==> config.mk <==
export PLATFORM = sky130hd
export DESIGN_NAME = packet_fragmenter_with_header
export DESIGN_NICKNAME = d
export VERILOG_FILES = /design/src/sv/pfh_pkg.sv /design/src/sv/pfh_divider.sv /design/src/sv/pfh_front.sv /design/src/sv/pfh_cmd_fifo.sv /design/src/sv/pfh_back.sv /design/src/sv/packet_fragmenter_with_header.sv
export SDC_FILE = /design/constraint.sdc
export NUM_CORES = 1
export LEC_CHECK = 0
export BUFFER_PORTS_ARGS = -buffer_cell sky130_fd_sc_hd__buf_2
export CORE_MARGIN = 2
export CORE_UTILIZATION = 45
export CTS_CLUSTER_SIZE = 40
export DETAILED_ROUTE_END_ITERATION = 8
export PLACE_DENSITY = 0.59
export SLEW_MARGIN = 0
export SYNTH_ARGS = -nofsm -noshare
export SYNTH_HDL_FRONTEND = slang
export SYNTH_SLANG_ARGS = --single-unit
==> constraint.sdc <==
create_clock -name clk -period 9.5 [get_ports clk]
set_clock_uncertainty 0.05 [all_clocks]
set_input_delay 1.9 -clock clk [delete_from_list [all_inputs] [get_ports clk]]
set_output_delay 1.9 -clock clk [all_outputs]
set_load 0.01 [all_outputs]
==> src/sv/pfh_pkg.sv <==
// Shared types and constants of the packet fragmenter.
`default_nettype none
package pfh_pkg;

  localparam int LEN_W   = 13;
  localparam int CHUNK_W = 9;

  localparam logic [CHUNK_W-1:0] PAYLOAD_MAX_RESET  = 9'd20;
  localparam logic [7:0]         HEADER_MAGIC_RESET = 8'd165;
  localparam logic [CHUNK_W-1:0] HDR_BYTES          = 9'd8;
  localparam logic [LEN_W-1:0]   FIRST_MAX          = 13'd255;

  // Register indexes on the configuration port (address bit 2).
  localparam logic REG_PAYLOAD_MAX  = 1'b0;
  localparam logic REG_HEADER_MAGIC = 1'b1;

  // Position of a beat within one header plus payload byte.
  localparam logic [3:0] STEP_MAGIC = 4'd0;
  localparam logic [3:0] STEP_SEQ0  = 4'd1;
  localparam logic [3:0] STEP_SEQ1  = 4'd2;
  localparam logic [3:0] STEP_SEQ2  = 4'd3;
  localparam logic [3:0] STEP_SEQ3  = 4'd4;
  localparam logic [3:0] STEP_INDEX = 4'd5;
  localparam logic [3:0] STEP_TOTAL = 4'd6;
  localparam logic [3:0] STEP_PLEN  = 4'd7;
  localparam logic [3:0] STEP_DATA  = 4'd8;

  typedef enum logic [1:0] {
    F_IDLE,
    F_DIV,
    F_CMD
  } front_state_t;

  // One command from the front to the back: an error beat, or one payload
  // byte optionally preceded by a fragment header.
  typedef struct packed {
    logic        err;
    logic        hdr;
    logic        last;
    logic [7:0]  data;
    logic [31:0] seq;
    logic [7:0]  index;
    logic [7:0]  total;
    logic [7:0]  plen;
  } cmd_t;

endpackage
`default_nettype wire

==> src/sv/pfh_divider.sv <==
// Restoring divider that computes the fragment count, one quotient bit per cycle.
`default_nettype none
module pfh_divider (
  input  wire logic                       clk,
  input  wire logic                       rst,
  input  wire logic                       start,
  input  wire logic [pfh_pkg::LEN_W-1:0]   dividend,
  input  wire logic [pfh_pkg::CHUNK_W-1:0] divisor,
  output logic                            done,
  output logic [pfh_pkg::LEN_W-1:0]        quotient
);
  import pfh_pkg::*;

  localparam logic [3:0] LastStep = 4'(LEN_W - 1);

  logic               busy;
  logic [3:0]         cnt;
  logic [CHUNK_W-1:0] rem;
  logic [LEN_W-1:0]   quo;
  logic [CHUNK_W-1:0] dvs;
  logic [CHUNK_W:0]   trial;
  logic [CHUNK_W:0]   diff;
  logic               ge;

  assign trial    = {rem, quo[LEN_W-1]};
  assign ge       = trial >= {1'b0, dvs};
  assign diff     = trial - {1'b0, dvs};
  assign quotient = quo;

  always_ff @(posedge clk) begin
    if (rst) begin
      busy <= 1'b0;
      done <= 1'b0;
      cnt  <= '0;
    end else begin
      done <= 1'b0;
      if (start) begin
        busy <= 1'b1;
        cnt  <= '0;
      end else if (busy) begin
        cnt <= cnt + 4'd1;
        if (cnt == LastStep) begin
          busy <= 1'b0;
          done <= 1'b1;
        end
      end
    end
  end

  always_ff @(posedge clk) begin
    if (start) begin
      rem <= '0;
      quo <= dividend;
      dvs <= divisor;
    end else if (busy) begin
      rem <= ge ? diff[CHUNK_W-1:0] : trial[CHUNK_W-1:0];
      quo <= {quo[LEN_W-2:0], ge};
    end
  end

endmodule
`default_nettype wire

==> src/sv/pfh_front.sv <==
// Front end: accepts packet bytes, tracks packet and fragment position, issues commands.
`default_nettype none
module pfh_front #(
  parameter int MAX_FRAGMENTS    = 16,
  parameter int MAX_PACKET_BYTES = 4096
) (
  input  wire logic                       clk,
  input  wire logic                       rst,
  input  wire logic                       push,
  output logic                            full,
  input  wire logic [7:0]                  packet_byte,
  input  wire logic [pfh_pkg::LEN_W-1:0]   total_length,
  input  wire logic [31:0]                 sequence_number,
  input  wire logic [pfh_pkg::CHUNK_W-1:0] payload_max,
  output logic                            cmd_push,
  output pfh_pkg::cmd_t                   cmd,
  input  wire logic                       cmd_full
);
  import pfh_pkg::*;

  localparam logic [LEN_W:0] MaxFrag = (LEN_W+1)'(MAX_FRAGMENTS);
  localparam logic [16:0]    MaxPkt  = 17'(MAX_PACKET_BYTES);

  front_state_t       state, state_next;
  logic [LEN_W-1:0]   bytes_taken, bytes_taken_next;
  logic [LEN_W-1:0]   held_length, held_length_next;
  logic [31:0]        held_sequence, held_sequence_next;
  logic [CHUNK_W-1:0] chunk_size, chunk_size_next;
  logic [CHUNK_W-1:0] bytes_in_fragment, bytes_in_fragment_next;
  logic [7:0]         current_index, current_index_next;
  logic [7:0]         total_fragments, total_fragments_next;
  logic               dropping, dropping_next;
  logic               err_pending, err_pending_next;
  logic [7:0]         byte_hold, byte_hold_next;

  logic               div_start;
  logic               div_done;
  logic [LEN_W-1:0]   div_quotient;

  logic               do_payload;
  logic [7:0]         pay_byte;
  logic [LEN_W-1:0]   rem_len;
  logic [7:0]         plen;
  logic               last_pkt;
  logic               last_frag;
  logic               early_bad;
  logic [LEN_W:0]     count;
  logic [LEN_W-1:0]   first;
  logic [LEN_W-1:0]   taken_inc;

  pfh_divider u_div (
    .clk      (clk),
    .rst      (rst),
    .start    (div_start),
    .dividend (total_length - 13'd1),
    .divisor  (payload_max - HDR_BYTES),
    .done     (div_done),
    .quotient (div_quotient)
  );

  assign full = (state != F_IDLE) || cmd_full;

  // Position of the current payload byte within packet and fragment.
  assign pay_byte  = (state == F_CMD) ? byte_hold : packet_byte;
  assign rem_len   = held_length - bytes_taken;
  assign plen      = (rem_len < {4'b0, chunk_size}) ? rem_len[7:0] : chunk_size[7:0];
  assign last_pkt  = ({1'b0, bytes_taken} + 14'd1) >= {1'b0, held_length};
  assign last_frag = last_pkt || (({1'b0, bytes_in_fragment} + 10'd1) >= {1'b0, chunk_size});
  assign taken_inc = bytes_taken + 13'd1;

  assign early_bad = (payload_max <= HDR_BYTES) || (total_length == '0) ||
                     ({4'b0, total_length} > MaxPkt);
  assign count     = {1'b0, div_quotient} + 14'd1;
  assign first     = (held_length < {4'b0, chunk_size}) ? held_length : {4'b0, chunk_size};

  always_ff @(posedge clk) begin
    if (rst) begin
      state             <= F_IDLE;
      bytes_taken       <= '0;
      held_length       <= '0;
      held_sequence     <= '0;
      chunk_size        <= '0;
      bytes_in_fragment <= '0;
      current_index     <= '0;
      total_fragments   <= '0;
      dropping          <= 1'b0;
      err_pending       <= 1'b0;
    end else begin
      state             <= state_next;
      bytes_taken       <= bytes_taken_next;
      held_length       <= held_length_next;
      held_sequence     <= held_sequence_next;
      chunk_size        <= chunk_size_next;
      bytes_in_fragment <= bytes_in_fragment_next;
      current_index     <= current_index_next;
      total_fragments   <= total_fragments_next;
      dropping          <= dropping_next;
      err_pending       <= err_pending_next;
    end
  end

  always_ff @(posedge clk) begin
    byte_hold <= byte_hold_next;
  end

  always_comb begin
    state_next             = state;
    bytes_taken_next       = bytes_taken;
    held_length_next       = held_length;
    held_sequence_next     = held_sequence;
    chunk_size_next        = chunk_size;
    bytes_in_fragment_next = bytes_in_fragment;
    current_index_next     = current_index;
    total_fragments_next   = total_fragments;
    dropping_next          = dropping;
    err_pending_next       = err_pending;
    byte_hold_next         = byte_hold;
    div_start              = 1'b0;
    do_payload             = 1'b0;
    cmd_push               = 1'b0;

    cmd.err   = 1'b0;
    cmd.hdr   = (bytes_in_fragment == '0);
    cmd.last  = last_frag;
    cmd.data  = pay_byte;
    cmd.seq   = held_sequence;
    cmd.index = current_index;
    cmd.total = total_fragments;
    cmd.plen  = plen;

    unique case (state)
      F_IDLE: begin
        if (push && !cmd_full) begin
          byte_hold_next = packet_byte;
          if (bytes_taken == '0) begin
            held_length_next       = total_length;
            held_sequence_next     = sequence_number;
            bytes_in_fragment_next = '0;
            current_index_next     = '0;
            dropping_next          = 1'b0;
            if (early_bad) begin
              chunk_size_next      = '0;
              total_fragments_next = '0;
              err_pending_next     = 1'b1;
              state_next           = F_CMD;
            end else begin
              chunk_size_next = payload_max - HDR_BYTES;
              div_start       = 1'b1;
              state_next      = F_DIV;
            end
          end else if (dropping) begin
            bytes_taken_next = taken_inc;
            if (taken_inc >= held_length) begin
              bytes_taken_next = '0;
              dropping_next    = 1'b0;
            end
          end else begin
            do_payload = 1'b1;
          end
        end
      end
      F_DIV: begin
        if (div_done) begin
          if ((count > MaxFrag) || (first > FIRST_MAX)) begin
            total_fragments_next = '0;
            err_pending_next     = 1'b1;
          end else begin
            total_fragments_next = count[7:0];
            err_pending_next     = 1'b0;
          end
          state_next = F_CMD;
        end
      end
      F_CMD: begin
        if (!cmd_full) begin
          state_next = F_IDLE;
          if (err_pending) begin
            cmd_push         = 1'b1;
            cmd.err          = 1'b1;
            err_pending_next = 1'b0;
            bytes_taken_next = 13'd1;
            dropping_next    = 1'b1;
            if (held_length <= 13'd1) begin
              bytes_taken_next = '0;
              dropping_next    = 1'b0;
            end
          end else begin
            do_payload = 1'b1;
          end
        end
      end
      default: state_next = F_IDLE;
    endcase

    if (do_payload) begin
      cmd_push         = 1'b1;
      bytes_taken_next = taken_inc;
      if (last_pkt) begin
        bytes_taken_next       = '0;
        bytes_in_fragment_next = '0;
        current_index_next     = '0;
        dropping_next          = 1'b0;
      end else if (last_frag) begin
        bytes_in_fragment_next = '0;
        current_index_next     = current_index + 8'd1;
      end else begin
        bytes_in_fragment_next = bytes_in_fragment + 9'd1;
      end
    end
  end

endmodule
`default_nettype wire

==> src/sv/pfh_cmd_fifo.sv <==
// Two-entry command queue between the front and the back end.
`default_nettype none
module pfh_cmd_fifo (
  input  wire logic          clk,
  input  wire logic          rst,
  input  wire logic          push,
  input  wire pfh_pkg::cmd_t din,
  output logic               full,
  input  wire logic          pop,
  output pfh_pkg::cmd_t      dout,
  output logic               empty
);
  import pfh_pkg::*;

  cmd_t       slots [2];
  logic       wr_ptr;
  logic       rd_ptr;
  logic [1:0] fill;
  logic       do_push;
  logic       do_pop;

  assign full    = (fill == 2'd2);
  assign empty   = (fill == 2'd0);
  assign do_push = push && !full;
  assign do_pop  = pop && !empty;
  assign dout    = slots[rd_ptr];

  always_ff @(posedge clk) begin
    if (rst) begin
      wr_ptr <= 1'b0;
      rd_ptr <= 1'b0;
      fill   <= 2'd0;
    end else begin
      if (do_push) begin
        wr_ptr <= ~wr_ptr;
      end
      if (do_pop) begin
        rd_ptr <= ~rd_ptr;
      end
      if (do_push && !do_pop) begin
        fill <= fill + 2'd1;
      end else if (do_pop && !do_push) begin
        fill <= fill - 2'd1;
      end
    end
  end

  always_ff @(posedge clk) begin
    if (do_push) begin
      slots[wr_ptr] <= din;
    end
  end

endmodule
`default_nettype wire

==> src/sv/pfh_back.sv <==
// Back end: turns commands into header, payload or error beats on the output register.
`default_nettype none
module pfh_back (
  input  wire logic          clk,
  input  wire logic          rst,
  input  wire pfh_pkg::cmd_t cmd,
  input  wire logic          cmd_empty,
  output logic               cmd_pop,
  input  wire logic [7:0]    header_magic,
  output logic [7:0]         out_byte,
  output logic               fragment_end,
  output logic               packet_error,
  output logic               empty,
  input  wire logic          pop
);
  import pfh_pkg::*;

  logic       out_valid;
  logic [3:0] step;
  logic [3:0] eff_step;
  logic       issue;
  logic [7:0] beat_byte;
  logic       beat_end;

  assign empty    = !out_valid;
  assign issue    = !cmd_empty && (!out_valid || pop);
  assign eff_step = cmd.hdr ? step : STEP_DATA;
  assign cmd_pop  = issue && (cmd.err || (eff_step == STEP_DATA));
  assign beat_end = !cmd.err && (eff_step == STEP_DATA) && cmd.last;

  always_comb begin
    unique case (eff_step)
      STEP_MAGIC: beat_byte = header_magic;
      STEP_SEQ0:  beat_byte = cmd.seq[7:0];
      STEP_SEQ1:  beat_byte = cmd.seq[15:8];
      STEP_SEQ2:  beat_byte = cmd.seq[23:16];
      STEP_SEQ3:  beat_byte = cmd.seq[31:24];
      STEP_INDEX: beat_byte = cmd.index;
      STEP_TOTAL: beat_byte = cmd.total;
      STEP_PLEN:  beat_byte = cmd.plen;
      default:    beat_byte = cmd.data;
    endcase
    if (cmd.err) begin
      beat_byte = 8'd0;
    end
  end

  always_ff @(posedge clk) begin
    if (rst) begin
      out_valid <= 1'b0;
      step      <= STEP_MAGIC;
    end else begin
      if (issue) begin
        out_valid <= 1'b1;
        step      <= cmd_pop ? STEP_MAGIC : step + 4'd1;
      end else if (pop) begin
        out_valid <= 1'b0;
      end
    end
  end

  always_ff @(posedge clk) begin
    if (issue) begin
      out_byte     <= beat_byte;
      fragment_end <= beat_end;
      packet_error <= cmd.err;
    end
  end

endmodule
`default_nettype wire

==> src/sv/packet_fragmenter_with_header.sv <==
// Top level of the packet fragmenter: configuration registers and the front/back pipeline.
//
// Input beats carry one packet byte each; total_length and sequence_number
// are sampled on the first byte of a packet only. A beat is taken when push
// is high and full is low. Output beats are the header and payload bytes of
// the fragments, taken when pop is high and empty is low.
// Every fragment starts with an 8-byte header: magic, sequence number in
// little-endian order, fragment index, fragment count and payload length.
// fragment_end marks the last payload byte of each fragment. A packet that
// cannot be fragmented gives one beat with packet_error set, and its
// remaining bytes are taken with no output.
// A packet's first byte keeps full high after it is taken while the
// fragment-count divider runs and until its first command is queued. A
// first byte refused before the divider keeps full high until its error
// command is queued. Every other byte is taken while the command queue
// has room, and its beats pass through the queue and the output register.
// The back end sends one beat per cycle while it has commands and pop is
// not held off, so a fragment of P payload bytes gives P + 8 output beats.
// Reset clears all packet state and the queue and loads payload_max = 20
// and header_magic = 165. When the receiver holds off pop, the output beat
// stays in place, the command queue fills, and full rises.
`default_nettype none
module packet_fragmenter_with_header #(
  parameter int MAX_FRAGMENTS    = 16,
  parameter int MAX_PACKET_BYTES = 4096
) (
  input  wire logic        clk,
  input  wire logic        rst,
  // Input beats
  input  wire logic        push,
  output logic             full,
  input  wire logic [7:0]  packet_byte,
  input  wire logic [12:0] total_length,
  input  wire logic [31:0] sequence_number,
  // Output beats
  output logic             empty,
  input  wire logic        pop,
  output logic [7:0]       out_byte,
  output logic             fragment_end,
  output logic             packet_error,
  // Configuration port
  input  wire logic        psel,
  input  wire logic        penable,
  input  wire logic        pwrite,
  input  wire logic [2:0]  paddr,
  input  wire logic [31:0] pwdata,
  output logic [31:0]      prdata,
  output logic             pready
);
  import pfh_pkg::*;

  logic [CHUNK_W-1:0] payload_max;
  logic [7:0]         header_magic;
  logic               cfg_write;

  logic cmd_push;
  cmd_t cmd_in;
  logic cmd_full;
  logic cmd_pop;
  cmd_t cmd_out;
  logic cmd_empty;

  // Registers sit at byte addresses 0 and 4, so address bit 2 picks one.
  assign pready    = 1'b1;
  assign cfg_write = psel && penable && pwrite && pready;

  always_ff @(posedge clk) begin
    if (rst) begin
      payload_max  <= PAYLOAD_MAX_RESET;
      header_magic <= HEADER_MAGIC_RESET;
    end else if (cfg_write) begin
      unique case (paddr[2])
        REG_PAYLOAD_MAX:  payload_max  <= pwdata[CHUNK_W-1:0];
        REG_HEADER_MAGIC: header_magic <= pwdata[7:0];
        default:          payload_max  <= payload_max;
      endcase
    end
  end

  always_comb begin
    unique case (paddr[2])
      REG_PAYLOAD_MAX:  prdata = {23'b0, payload_max};
      REG_HEADER_MAGIC: prdata = {24'b0, header_magic};
      default:          prdata = '0;
    endcase
  end

  // The front end tracks where each byte falls in its packet and fragment.
  pfh_front #(
    .MAX_FRAGMENTS    (MAX_FRAGMENTS),
    .MAX_PACKET_BYTES (MAX_PACKET_BYTES)
  ) u_front (
    .clk             (clk),
    .rst             (rst),
    .push            (push),
    .full            (full),
    .packet_byte     (packet_byte),
    .total_length    (total_length),
    .sequence_number (sequence_number),
    .payload_max     (payload_max),
    .cmd_push        (cmd_push),
    .cmd             (cmd_in),
    .cmd_full        (cmd_full)
  );

  pfh_cmd_fifo u_fifo (
    .clk   (clk),
    .rst   (rst),
    .push  (cmd_push),
    .din   (cmd_in),
    .full  (cmd_full),
    .pop   (cmd_pop),
    .dout  (cmd_out),
    .empty (cmd_empty)
  );

  // The back end turns each command into one to nine output beats.
  pfh_back u_back (
    .clk          (clk),
    .rst          (rst),
    .cmd          (cmd_out),
    .cmd_empty    (cmd_empty),
    .cmd_pop      (cmd_pop),
    .header_magic (header_magic),
    .out_byte     (out_byte),
    .fragment_end (fragment_end),
    .packet_error (packet_error),
    .empty        (empty),
    .pop          (pop)
  );

endmodule
`default_nettype wire
# [Word level (Yosys, flattened, before mapping)]
# Memory sizes are Yosys's and may differ from the RTL's. A register that Yosys moved wholly into a read port is not among the register bits.
# Cells that the tools add are included.
[totals] ff_bits=177 ram_bits=134 in_bits=95 output_inout_bits=45 mem_count=1
[memory_table] name="u_fifo.slots" depth=2 word_bits=67 read_ports=1 rd_clocked_by_memory_dff=1 wr=1 line_no="pfh_cmd_fifo.sv:15" source="cmd_t slots [2];"
[classes] addsub=14 order_cmp=11 eq_ne=22 mux=88 n_bitwise=4 reduce_logical=51
[op_table] cell="$mux 13" count=11
[op_table] cell="$mux 8" count=13
[op_table] cell="$mux 9" count=8
[op_table] cell="$pmux 32 s2" count=1
[op_table] cell="$pmux 8 s8" count=1
[op_table] cell="$mux 1" count=39
[op_table] cell="$add 13x1->14 const B" count=2
[op_table] cell="$logic_not 13->1" count=2
[op_table] cell="$lt 13x9->1" count=2
[op_table] cell="$pmux 13 s2" count=1
[op_table] cell="$ge 10x9->1" count=2
[op_table] cell="$eq 4x3->1 const B" count=4
[op_table] cell="$pmux 8 s2" count=1
[op_table] cell="$reduce_bool 2->1" count=8
[op_table] cell="$ge 14x13->1" count=1
[op_table] cell="$gt 14x5->1 const B" count=1
[op_table] cell="$mux 2" count=7
[op_table] cell="$add 13x1->13 const B" count=1
[op_table] cell="$ge 13x13->1" count=1
[op_table] cell="$gt 13x13->1 const B" count=1
[op_table] cell="$gt 13x8->1 const B" count=1
[op_table] cell="$le 13x1->1 const B" count=1
[op_table] cell="$sub 13x1->13 const B" count=1
[op_table] cell="$sub 13x13->13" count=1
[op_table] cell="other kinds (38)" count=79

# [Longest topological paths before layout]
# Gate-level depths: netlist (run 1).
[logic_depth] ltp_word=11 ltp_mapped=15

# [Cells and area by module]
# A second synthesis (run 1) with hierarchy kept.
[hier_totals] hier_cells=1456 area_unflattened_um2=15857.7
[by_module_without_submodules] mod="pfh_front" n_inst=1 cells_per_inst=806 area_per_inst_um2=6546.3
[by_module_without_submodules] mod="pfh_cmd_fifo" n_inst=1 cells_per_inst=233 area_per_inst_um2=5052.3
[by_module_without_submodules] mod="pfh_divider" n_inst=1 cells_per_inst=175 area_per_inst_um2=1974.4
[by_module_without_submodules] mod="pfh_back" n_inst=1 cells_per_inst=134 area_per_inst_um2=1246.2
[by_module_without_submodules] mod="packet_fragmenter_with_header" n_inst=1 cells_per_inst=108 area_per_inst_um2=1038.5

# [Least setup slack after synthesis (run 1)]
# Ideal clock, no wire load.
[synth_path] kind="input to register" start="input port push" end="memory u_fifo.slots[0][0] (netlist name), enable pin" setup_ns=0.500 arrival_ns=5.600 required_time_ns=8.950 setup_slack_ns=3.350 cell_stages=5 n_path_buf=1 cell_sequence="nand3_1 o31a_1 buf_4 o21ai_0 nor2b_1"
[synth_between] elab_chain_cells=7
[synth_lines] element="start, declared" line_no="packet_fragmenter_with_header.sv:30" source="input wire logic push,"
[synth_lines] element="$logic_and 1x1->1" line_no="pfh_front.sv:133" source="if (push && !cmd_full) begin"
[synth_lines] element="$mux 1" line_no="pfh_front.sv:133"
[synth_lines] element="$pmux 1 s2" line_no="pfh_front.sv:131" source="unique case (state)"
[synth_lines] element="$mux 1" line_no="pfh_front.sv:195" source="if (do_payload) begin"
[synth_lines] element="$logic_and 1x1->1" line_no="pfh_cmd_fifo.sv:24" source="assign do_push = push && !full;"
[synth_lines] element="net u_fifo.do_push" line_no="pfh_cmd_fifo.sv:19" source="logic do_push;"
[synth_lines] element="$mux 1" line_no="pfh_cmd_fifo.sv:49" source="if (do_push) begin"
[synth_lines] element="$mux 1 (not written as such)" line_no="pfh_cmd_fifo.sv:50" source="slots[wr_ptr] <= din;"
[synth_lines] element="end, declared" line_no="pfh_cmd_fifo.sv:15"
# The timed path passes the listed nets, and every way through them passes these cells.

# [Final worst setup path (run 1)]
[layout_path] start="input port paddr[2]" end="output port prdata[7]"
[layout_between] elab_chain_cells=2
[layout_lines] element="start, declared" line_no="packet_fragmenter_with_header.sv:45" source="input wire logic [2:0] paddr,"
[layout_lines] element="$not 1->1 (no line)"
[layout_lines] element="$pmux 32 s2 (*)" line_no="packet_fragmenter_with_header.sv:81" source="unique case (paddr[2])"
[layout_lines] element="end, declared" line_no="packet_fragmenter_with_header.sv:47" source="output logic [31:0] prdata,"
# Mark *: on every way between the ends. The rest lies on a longest branch, timed or not. The select of a mux whose other input is x is not followed.

==> results of run 1 <==
[sequential cells by signal, indices dropped and copies added (netlist names), 8 cells and up, named ones only]
register                   cells
header_magic                   8
payload_max                    9
u_back.out_byte                8
u_fifo.slots                 134
u_front.byte_hold              8
u_front.bytes_in_fragment      9
u_front.bytes_taken           13
u_front.chunk_size             9
u_front.current_index          8
u_front.held_length           13
u_front.held_sequence         32
u_front.total_fragments        8
u_front.u_div.dvs              9
u_front.u_div.quotient        13
u_front.u_div.rem              9
[critical path: cells and delay by family]
| kind | cells | cell delay (ns) |
|---|---|---|
| buffers and inverters | 2 | 0.38 |
| muxes | 1 | 0.38 |
[how the worst max path moves through the flow]
stage	start	slack, ns	cells after the start	to
global route	u_front.bytes_taken[0]$_SDFFE_PP0P_	4.58	14	u_front.current_index[5]$_SDFF_PP0_
finish	paddr[2]	4.88	3	prdata[7]
global placement	total_length[0]	4.53	9	u_front.u_div.quotient[3]$_DFFE_PP_
CTS	paddr[2]	4.89	3	prdata[7]
floorplan	push	3.35	5	u_fifo.slots[0][0]$_DFFE_PP_
detailed placement	total_length[0]	4.54	9	u_front.u_div.quotient[2]$_DFFE_PP_
[layout make-up]
cell class / instances / area (um^2) / share of cell area, %
Timing Repair Buffer: 101 / 536 / 3.15
Inverter: 70 / 263 / 1.55
Sequential cell: 312 / 7990 / 47.1
Tap cell: 448 / 561 / 3.30
Clock inverter: 13 / 103 / 0.604
Clock buffer: 51 / 986 / 5.81
Multi-Input combinational cell: 1010 / 6540 / 38.5
[metal layers]
| layer | up-vias | part of all wire (%) |
|---|---|---|
| li1 | 5366 | - |
| met1 | 5089 | 45 |
| met2 | 234 | 48 |
| met3 | 48 | 4.8 |
| met4 | 0 | 2.1 |
| met5 | - | 0 |
[cell families (layout without fill, tap and decap cells)]
kind of cell / after synthesis / count (layout) / share of synthesized area, %
buffers and inverters: 153 / 235 / 4.75
AO/OA/AOI/OAI: 298 / 298 / 12.6
adder cells (fa/ha/maj): 73 / 73 / 6.13
XOR/XNOR: 54 / 54 / 3.12
flip-flops: 312 / 312 / 52.7
multiplexers: 88 / 88 / 5.95
other: 2 / 24 / 0.0496
AND/OR/NAND/NOR: 473 / 473 / 14.7
[layout by cell type (no fill, tap or decap), types with 12 or more instances in the layout]
cell type and n:
sky130_fd_sc_hd__clkbuf_16 35, sky130_fd_sc_hd__nor3_1 24, sky130_fd_sc_hd__edfxtp_1 174, sky130_fd_sc_hd__a211oi_1 13, sky130_fd_sc_hd__nor2_1 68, sky130_fd_sc_hd__o21ai_0 49, sky130_fd_sc_hd__ha_1 71, sky130_fd_sc_hd__xor2_1 22
sky130_fd_sc_hd__conb_1 24, sky130_fd_sc_hd__o21a_1 12, sky130_fd_sc_hd__o22ai_1 20, sky130_fd_sc_hd__a21oi_1 104, sky130_fd_sc_hd__xnor2_1 32, sky130_fd_sc_hd__mux2_2 16, sky130_fd_sc_hd__inv_1 69, sky130_fd_sc_hd__buf_4 12
sky130_fd_sc_hd__nor2b_1 12, sky130_fd_sc_hd__buf_2 89, sky130_fd_sc_hd__nand2b_1 15, sky130_fd_sc_hd__and3_1 12, sky130_fd_sc_hd__mux2i_1 72, sky130_fd_sc_hd__nand3_1 47, sky130_fd_sc_hd__nand2_1 223, sky130_fd_sc_hd__a31oi_1 15
sky130_fd_sc_hd__dfxtp_1 137, sky130_fd_sc_hd__nor4_1 15
[power groups by stage]
stage / combinational [mW] / clock [mW] / sequential, mW
global placement: 1.62 / 0 / 2.01
finish: 1.64 / 1.27 / 1.99
CTS: 1.65 / 1.30 / 2.00
floorplan: 1.26 / 0 / 1.95
global route: 1.83 / 1.35 / 2.03
detailed placement: 1.64 / 0 / 2.02
==> results.toml, run 1 <==
[run_status]
outcome = "finished clean"

[power]
power_switching_mw = 1.75
cellPowerDensity_nw_per_um2 = 289
share_comb_of_total_power_pct = 33.4
irDropWorstVdd_v = 0.000166
design_power_total_mw = 4.91
pwr-share-clk_pct = 26.0
sw_frac_of_total_pct = 35.7
leakage_nw = 6.35
internal_power_mw = 3.15
seq_power_share_pct = 40.6

[sta]
setup_repair_after_global_routing_missed_its_margin = "false"
postLayoutSetupSlackWorst_ns = 4.88
tightestPinTransition_ns = 0.930
final_max_slew_viol_count = 0
achievable-frequency_mhz = 217
layout_worst_path_cycle_share_pct = 48.6
timing.final.setup_violations = 0
max_slew_margin_pct = 38.0
worst_hold_slack_ns = 0.405
timing.setup.tns_ns = 0
final.min_clock_period_ns = 4.62
finalHoldViolCount = 0

[setup_path]
worst_ep_required_time_ns = 7.55
crit_path_frequent_cell = "sky130_fd_sc_hd__buf_2"
critPathLaunchType = "primary input"
cp_cell_sequence = "buf_2 -> mux2_2 -> buf_2"
critical_path.reg2reg.startpoint = "u_front.bytes_taken[0]$_SDFFE_PP0P_"
end_kind = "output port"
worst_r2r_path_depth = 14
timing.rr.end = "u_front.current_index[5]$_SDFF_PP0_"
crit_slowest_cell = "sky130_fd_sc_hd__mux2_2"
worst_ep_arrival_time_ns = 2.67
critical-path-max-stage-delay_ns = 0.38
reg2reg_slack_ns = 5.08
criticalPathCategory = "in -> out"
timing.critical_path.fanout_max = 14

[clocking]
clock_insertion_delay_worst_skew_ns = 0.53
ctsHtreeMaxLevel = 2
number_of_buffers_on_the_longest_clock_path = 3
cts_num_sinks = 312
postCtsHoldBufs = 0
root_buffer = "sky130_fd_sc_hd__clkbuf_16"
cts_made_buffers = 35
clk_transition_reported_paths_ns = 0.06
tritoncts = "yes"
number_of_gates_resized_after_cts = 0
setup_buffers_after_cts = 0

[placed_design]
final_weighted_congestion_of_routability_driven_global_placement = 0.854
port_buffers = 90
detail_placement_hpwl_um = 25100
placed_cells_incl_taps = 1941
detailed_place.area_um2 = 15900
pre_cts_slack_ns = 4.54

[cells_and_area]
drive_above_1_share_pct = 12.5
areaGrowthSynthToFinish_pct = 12.1
nets = 1698
n_antenna_cell = 0
final_util_pct = 50.9
fillCellCount = 3106
fin_cells = 2005
final_cell_area_um2 = 17000

[die]
die_width_um = 187
floorplan.rows = 67
fp.dieArea_um2 = 35200
initial_core_util_pct = 45.4
design.core.area_um2 = 33400
die_height_um = 187
num_io_pins = 140

[routing]
post-route-drc-count = 0
num_vias = 10737
antenna_violating_nets_post_route = 0
initialDrtViolationCount = 735
post_drt_via_cell_ratio = 5.36
first_pass_iters = 5
routed_wirelength_um = 35600
wire_per_inst_um = 17.7

[global_route]
first_global_vias = 10251
grt_start_max_net_pins = 69
gr-total-overflow = 0
groute.layer.met3.usage_pct = 3.16
busiest_layer = "met2"
grt_antenna_before_repair = 0
global_route.usage.met1_pct = 26.5
routing_usage_on_met2_pct = 34.0
grtUsageTotal_pct = 19.9
grt_pass1_wl_um = 55600

[yosys]
synth_edf_count = 174
synth_area_per_cell_um2 = 10.4
post_synth_instance_area_um2 = 15200
netlist.area_leader.share_pct = 34.5
synthFlopType = "sky130_fd_sc_hd__edfxtp_1"
proportion_of_register_bits_with_asynchronous_set_or_reset_after_synthesis_pct = 0
ys_warn_count = 0
ys_types = 86
yosys-top-cells-count = "sky130_fd_sc_hd__nand2_1 (224), sky130_fd_sc_hd__edfxtp_1 (174), sky130_fd_sc_hd__dfxtp_1 (138)"
syn_inst = 1453
synth.area.top_cells = "sky130_fd_sc_hd__edfxtp_1 (34%), sky130_fd_sc_hd__dfxtp_1 (18%), sky130_fd_sc_hd__ha_1 (5.9%)"
synth-seq-area-share_pct = 52.7
synth.most_common_cell = "sky130_fd_sc_hd__nand2_1"
ff_latch_count_synth = 312
biggest_area_consumer_among_synthesized_cells = "sky130_fd_sc_hd__edfxtp_1"

[worst_hold_path]
worst_hold_path_type = "reg -> reg"
timing.hold.worst.start = "u_front.held_sequence[23]$_SDFFE_PP0P_"
hold_path_end = "u_fifo.slots[1][47]$_DFFE_PP_"
hold_path_depth = 0

[job]
max_cap_viol_count = 0
(Power assumes the default switching activity.)
==> run 2, diff against run 1 <==
- clock period: 9.5 -> 4.4 ns (I/O delays scaled with it)
==> run 2 against run 1 <==
Compared with the run above: combinational power is 130% higher; critical path type is now reg -> reg; cell count grew 0.55%; largest power group unchanged; first-iteration DRC count is 1.9% lower.
==> results.toml, run 2 (synthesized netlist as in run 1, its figures left out) <==
[run_status]
outcome = "finished clean"

[routing]
routed_wirelength_um = 36400
post_drt_via_cell_ratio = 5.43
initialDrtViolationCount = 721
wire_per_inst_um = 18.0
antenna_violating_nets_post_route = 0
num_vias = 10938
post-route-drc-count = 0
first_pass_iters = 5

[global_route]
grt_antenna_before_repair = 0
busiest_layer = "met2"
routing_usage_on_met2_pct = 33.8
groute.layer.met3.usage_pct = 2.62
grt_start_max_net_pins = 64
gr-total-overflow = 0
grt_pass1_wl_um = 57600
first_global_vias = 10452
grtUsageTotal_pct = 20.7
global_route.usage.met1_pct = 28.6

[sta]
timing.final.setup_violations = 0
timing.setup.tns_ns = 0
final.min_clock_period_ns = 3.98
worst_hold_slack_ns = 0.400
max_slew_margin_pct = 40.9
final_max_slew_viol_count = 0
layout_worst_path_cycle_share_pct = 90.5
finalHoldViolCount = 0
setup_repair_after_global_routing_missed_its_margin = "false"
achievable-frequency_mhz = 251
tightestPinTransition_ns = 0.877
postLayoutSetupSlackWorst_ns = 0.417

[setup_path]
worst_ep_arrival_time_ns = 4.20
reg2reg_slack_ns = 0.42
timing.critical_path.from = "u_front.bytes_taken[1]$_SDFFE_PP0P_"
criticalPathCategory = "reg -> reg"
worst_r2r_path_depth = 13
timing.critical_path.fanout_max = 8
critPathLaunchType = "register"
worst_ep_required_time_ns = 4.62
critical_path.endpoint = "u_fifo.slots[0][0]$_DFFE_PP_"
timing.rr.end = "u_fifo.slots[0][0]$_DFFE_PP_"
critical_path.reg2reg.startpoint = "u_front.bytes_taken[1]$_SDFFE_PP0P_"
end_kind = "register"

[die]
floorplan.rows = 67
design.core.area_um2 = 33400
die_width_um = 187
num_io_pins = 140
fp.dieArea_um2 = 35200
die_height_um = 187
initial_core_util_pct = 45.4

[power]
leakage_nw = 6.43
irDropWorstVdd_v = 0.000355
cellPowerDensity_nw_per_um2 = 628

[placed_design]
placed_cells_incl_taps = 1954
pre_cts_slack_ns = 0.509
detail_placement_hpwl_um = 26000
port_buffers = 90
final_weighted_congestion_of_routability_driven_global_placement = 0.920

[clocking]
setup_buffers_after_cts = 0
clk_transition_reported_paths_ns = 0.06
tritoncts = "yes"
root_buffer = "sky130_fd_sc_hd__clkbuf_16"
number_of_gates_resized_after_cts = 0
cts_num_sinks = 312
postCtsHoldBufs = 0
clock_insertion_delay_worst_skew_ns = 0.52
cts_made_buffers = 35
number_of_buffers_on_the_longest_clock_path = 3
ctsHtreeMaxLevel = 2

[cells_and_area]
reg.largest.list = "u_fifo.slots: 134 flops, u_front.held_sequence: 32 flops"
number_of_flip_flops_in_the_largest_register = 134
fillCellCount = 3080
nets = 1711
layout_common_cells = "sky130_fd_sc_hd__nand2_1 (223), sky130_fd_sc_hd__edfxtp_1 (174), sky130_fd_sc_hd__dfxtp_1 (137), sky130_fd_sc_hd__a21oi_1 (104), sky130_fd_sc_hd__buf_2 (89)"
top_register = "u_fifo.slots"
n_antenna_cell = 0
sequential_cell_area_um2 = 7990
fin_cells = 2016
multi_input_comb_area_um2 = 6540
areaGrowthSynthToFinish_pct = 12.9
drive_above_1_share_pct = 13.5
layout_commonest_cell = "sky130_fd_sc_hd__nand2_1"

[job]
max_cap_viol_count = 0

[worst_hold_path]
hold_path_depth = 0
worst_hold_path_type = "reg -> reg"
run 2: cell count changes in the layout (fill, tap and decap cells not counted), sizes merged:
cell / before / now
buf: 101 / 114
clkinv: 11 / 12
inv: 71 / 72
clkinvlp: 1 / 0
clkbuf: 51 / 48
run 2: stage by stage:
step | util [%] | area, um^2 | power, mW
floorplan | - | 15200 | 6.91
global placement | 48.0 | 16000 | 7.94
detailed placement | 48.0 | 16000 | 8.01
CTS | 51.3 | 17100 | 10.8
global route | 51.3 | 17100 | 11.4
finish | 51.3 | 17100 | 10.7
run 2: power breakdown:
| group | internal [mW] | switching (mW) |
|---|---|---|
| combinational | 1.41 | 2.27 |
| clock | 1.59 | 1.18 |
| sequential | 3.89 | 0.397 |
| total | 6.89 | 3.85 |
run 2: worst min-delay path by stage:
stage | start | endpoint | slack (ns)
floorplan | u_front.total_fragments[5]$_SDFFE_PP0P_ | u_fifo.slots[0][13]$_DFFE_PP_ | 0.37
global placement | u_front.held_sequence[21]$_SDFFE_PP0P_ | u_fifo.slots[1][45]$_DFFE_PP_ | 0.38
detailed placement | u_front.total_fragments[6]$_SDFFE_PP0P_ | u_fifo.slots[0][14]$_DFFE_PP_ | 0.38
CTS | u_front.held_sequence[22]$_SDFFE_PP0P_ | u_fifo.slots[0][46]$_DFFE_PP_ | 0.40
global route | u_front.held_sequence[22]$_SDFFE_PP0P_ | u_fifo.slots[0][46]$_DFFE_PP_ | 0.41
finish | u_front.held_sequence[18]$_SDFFE_PP0P_ | u_fifo.slots[1][42]$_DFFE_PP_ | 0.40
run 2: routing by layer:
layer  wire length (um)  part of all wire (%)  up-vias
met5                  0                     0        -
met2              16900                    46      273
met4               1070                   3.0        0
li1                   -                     -     5381
met1              16700                    46     5214
met3               1730                   4.8       70
run 2: layout make-up:
cell class | instances | area share (%)
clock buffer | 48 | 5.75
inverter | 70 | 1.54
multi-input combinational | 1010 | 38.2
clock inverter | 14 | 0.665
sequential | 312 | 46.7
tap | 448 | 3.28
timing repair buffer | 114 | 3.85
run 2: critical path: stages (launching register included):
cell                       delay [ns]
sky130_fd_sc_hd__dfxtp_1         0.39
sky130_fd_sc_hd__inv_1           0.14
sky130_fd_sc_hd__fa_1            0.46
sky130_fd_sc_hd__a211oi_1        0.25
sky130_fd_sc_hd__nor2_1          0.12
sky130_fd_sc_hd__o41ai_1         0.39
sky130_fd_sc_hd__o21ba_2         0.20
sky130_fd_sc_hd__xnor2_1         0.06
sky130_fd_sc_hd__ha_1            0.19
sky130_fd_sc_hd__nor3_1          0.20
sky130_fd_sc_hd__o311a_1         0.27
sky130_fd_sc_hd__o21ai_0         0.18
sky130_fd_sc_hd__nor3_4          0.41
sky130_fd_sc_hd__mux2_2          0.41
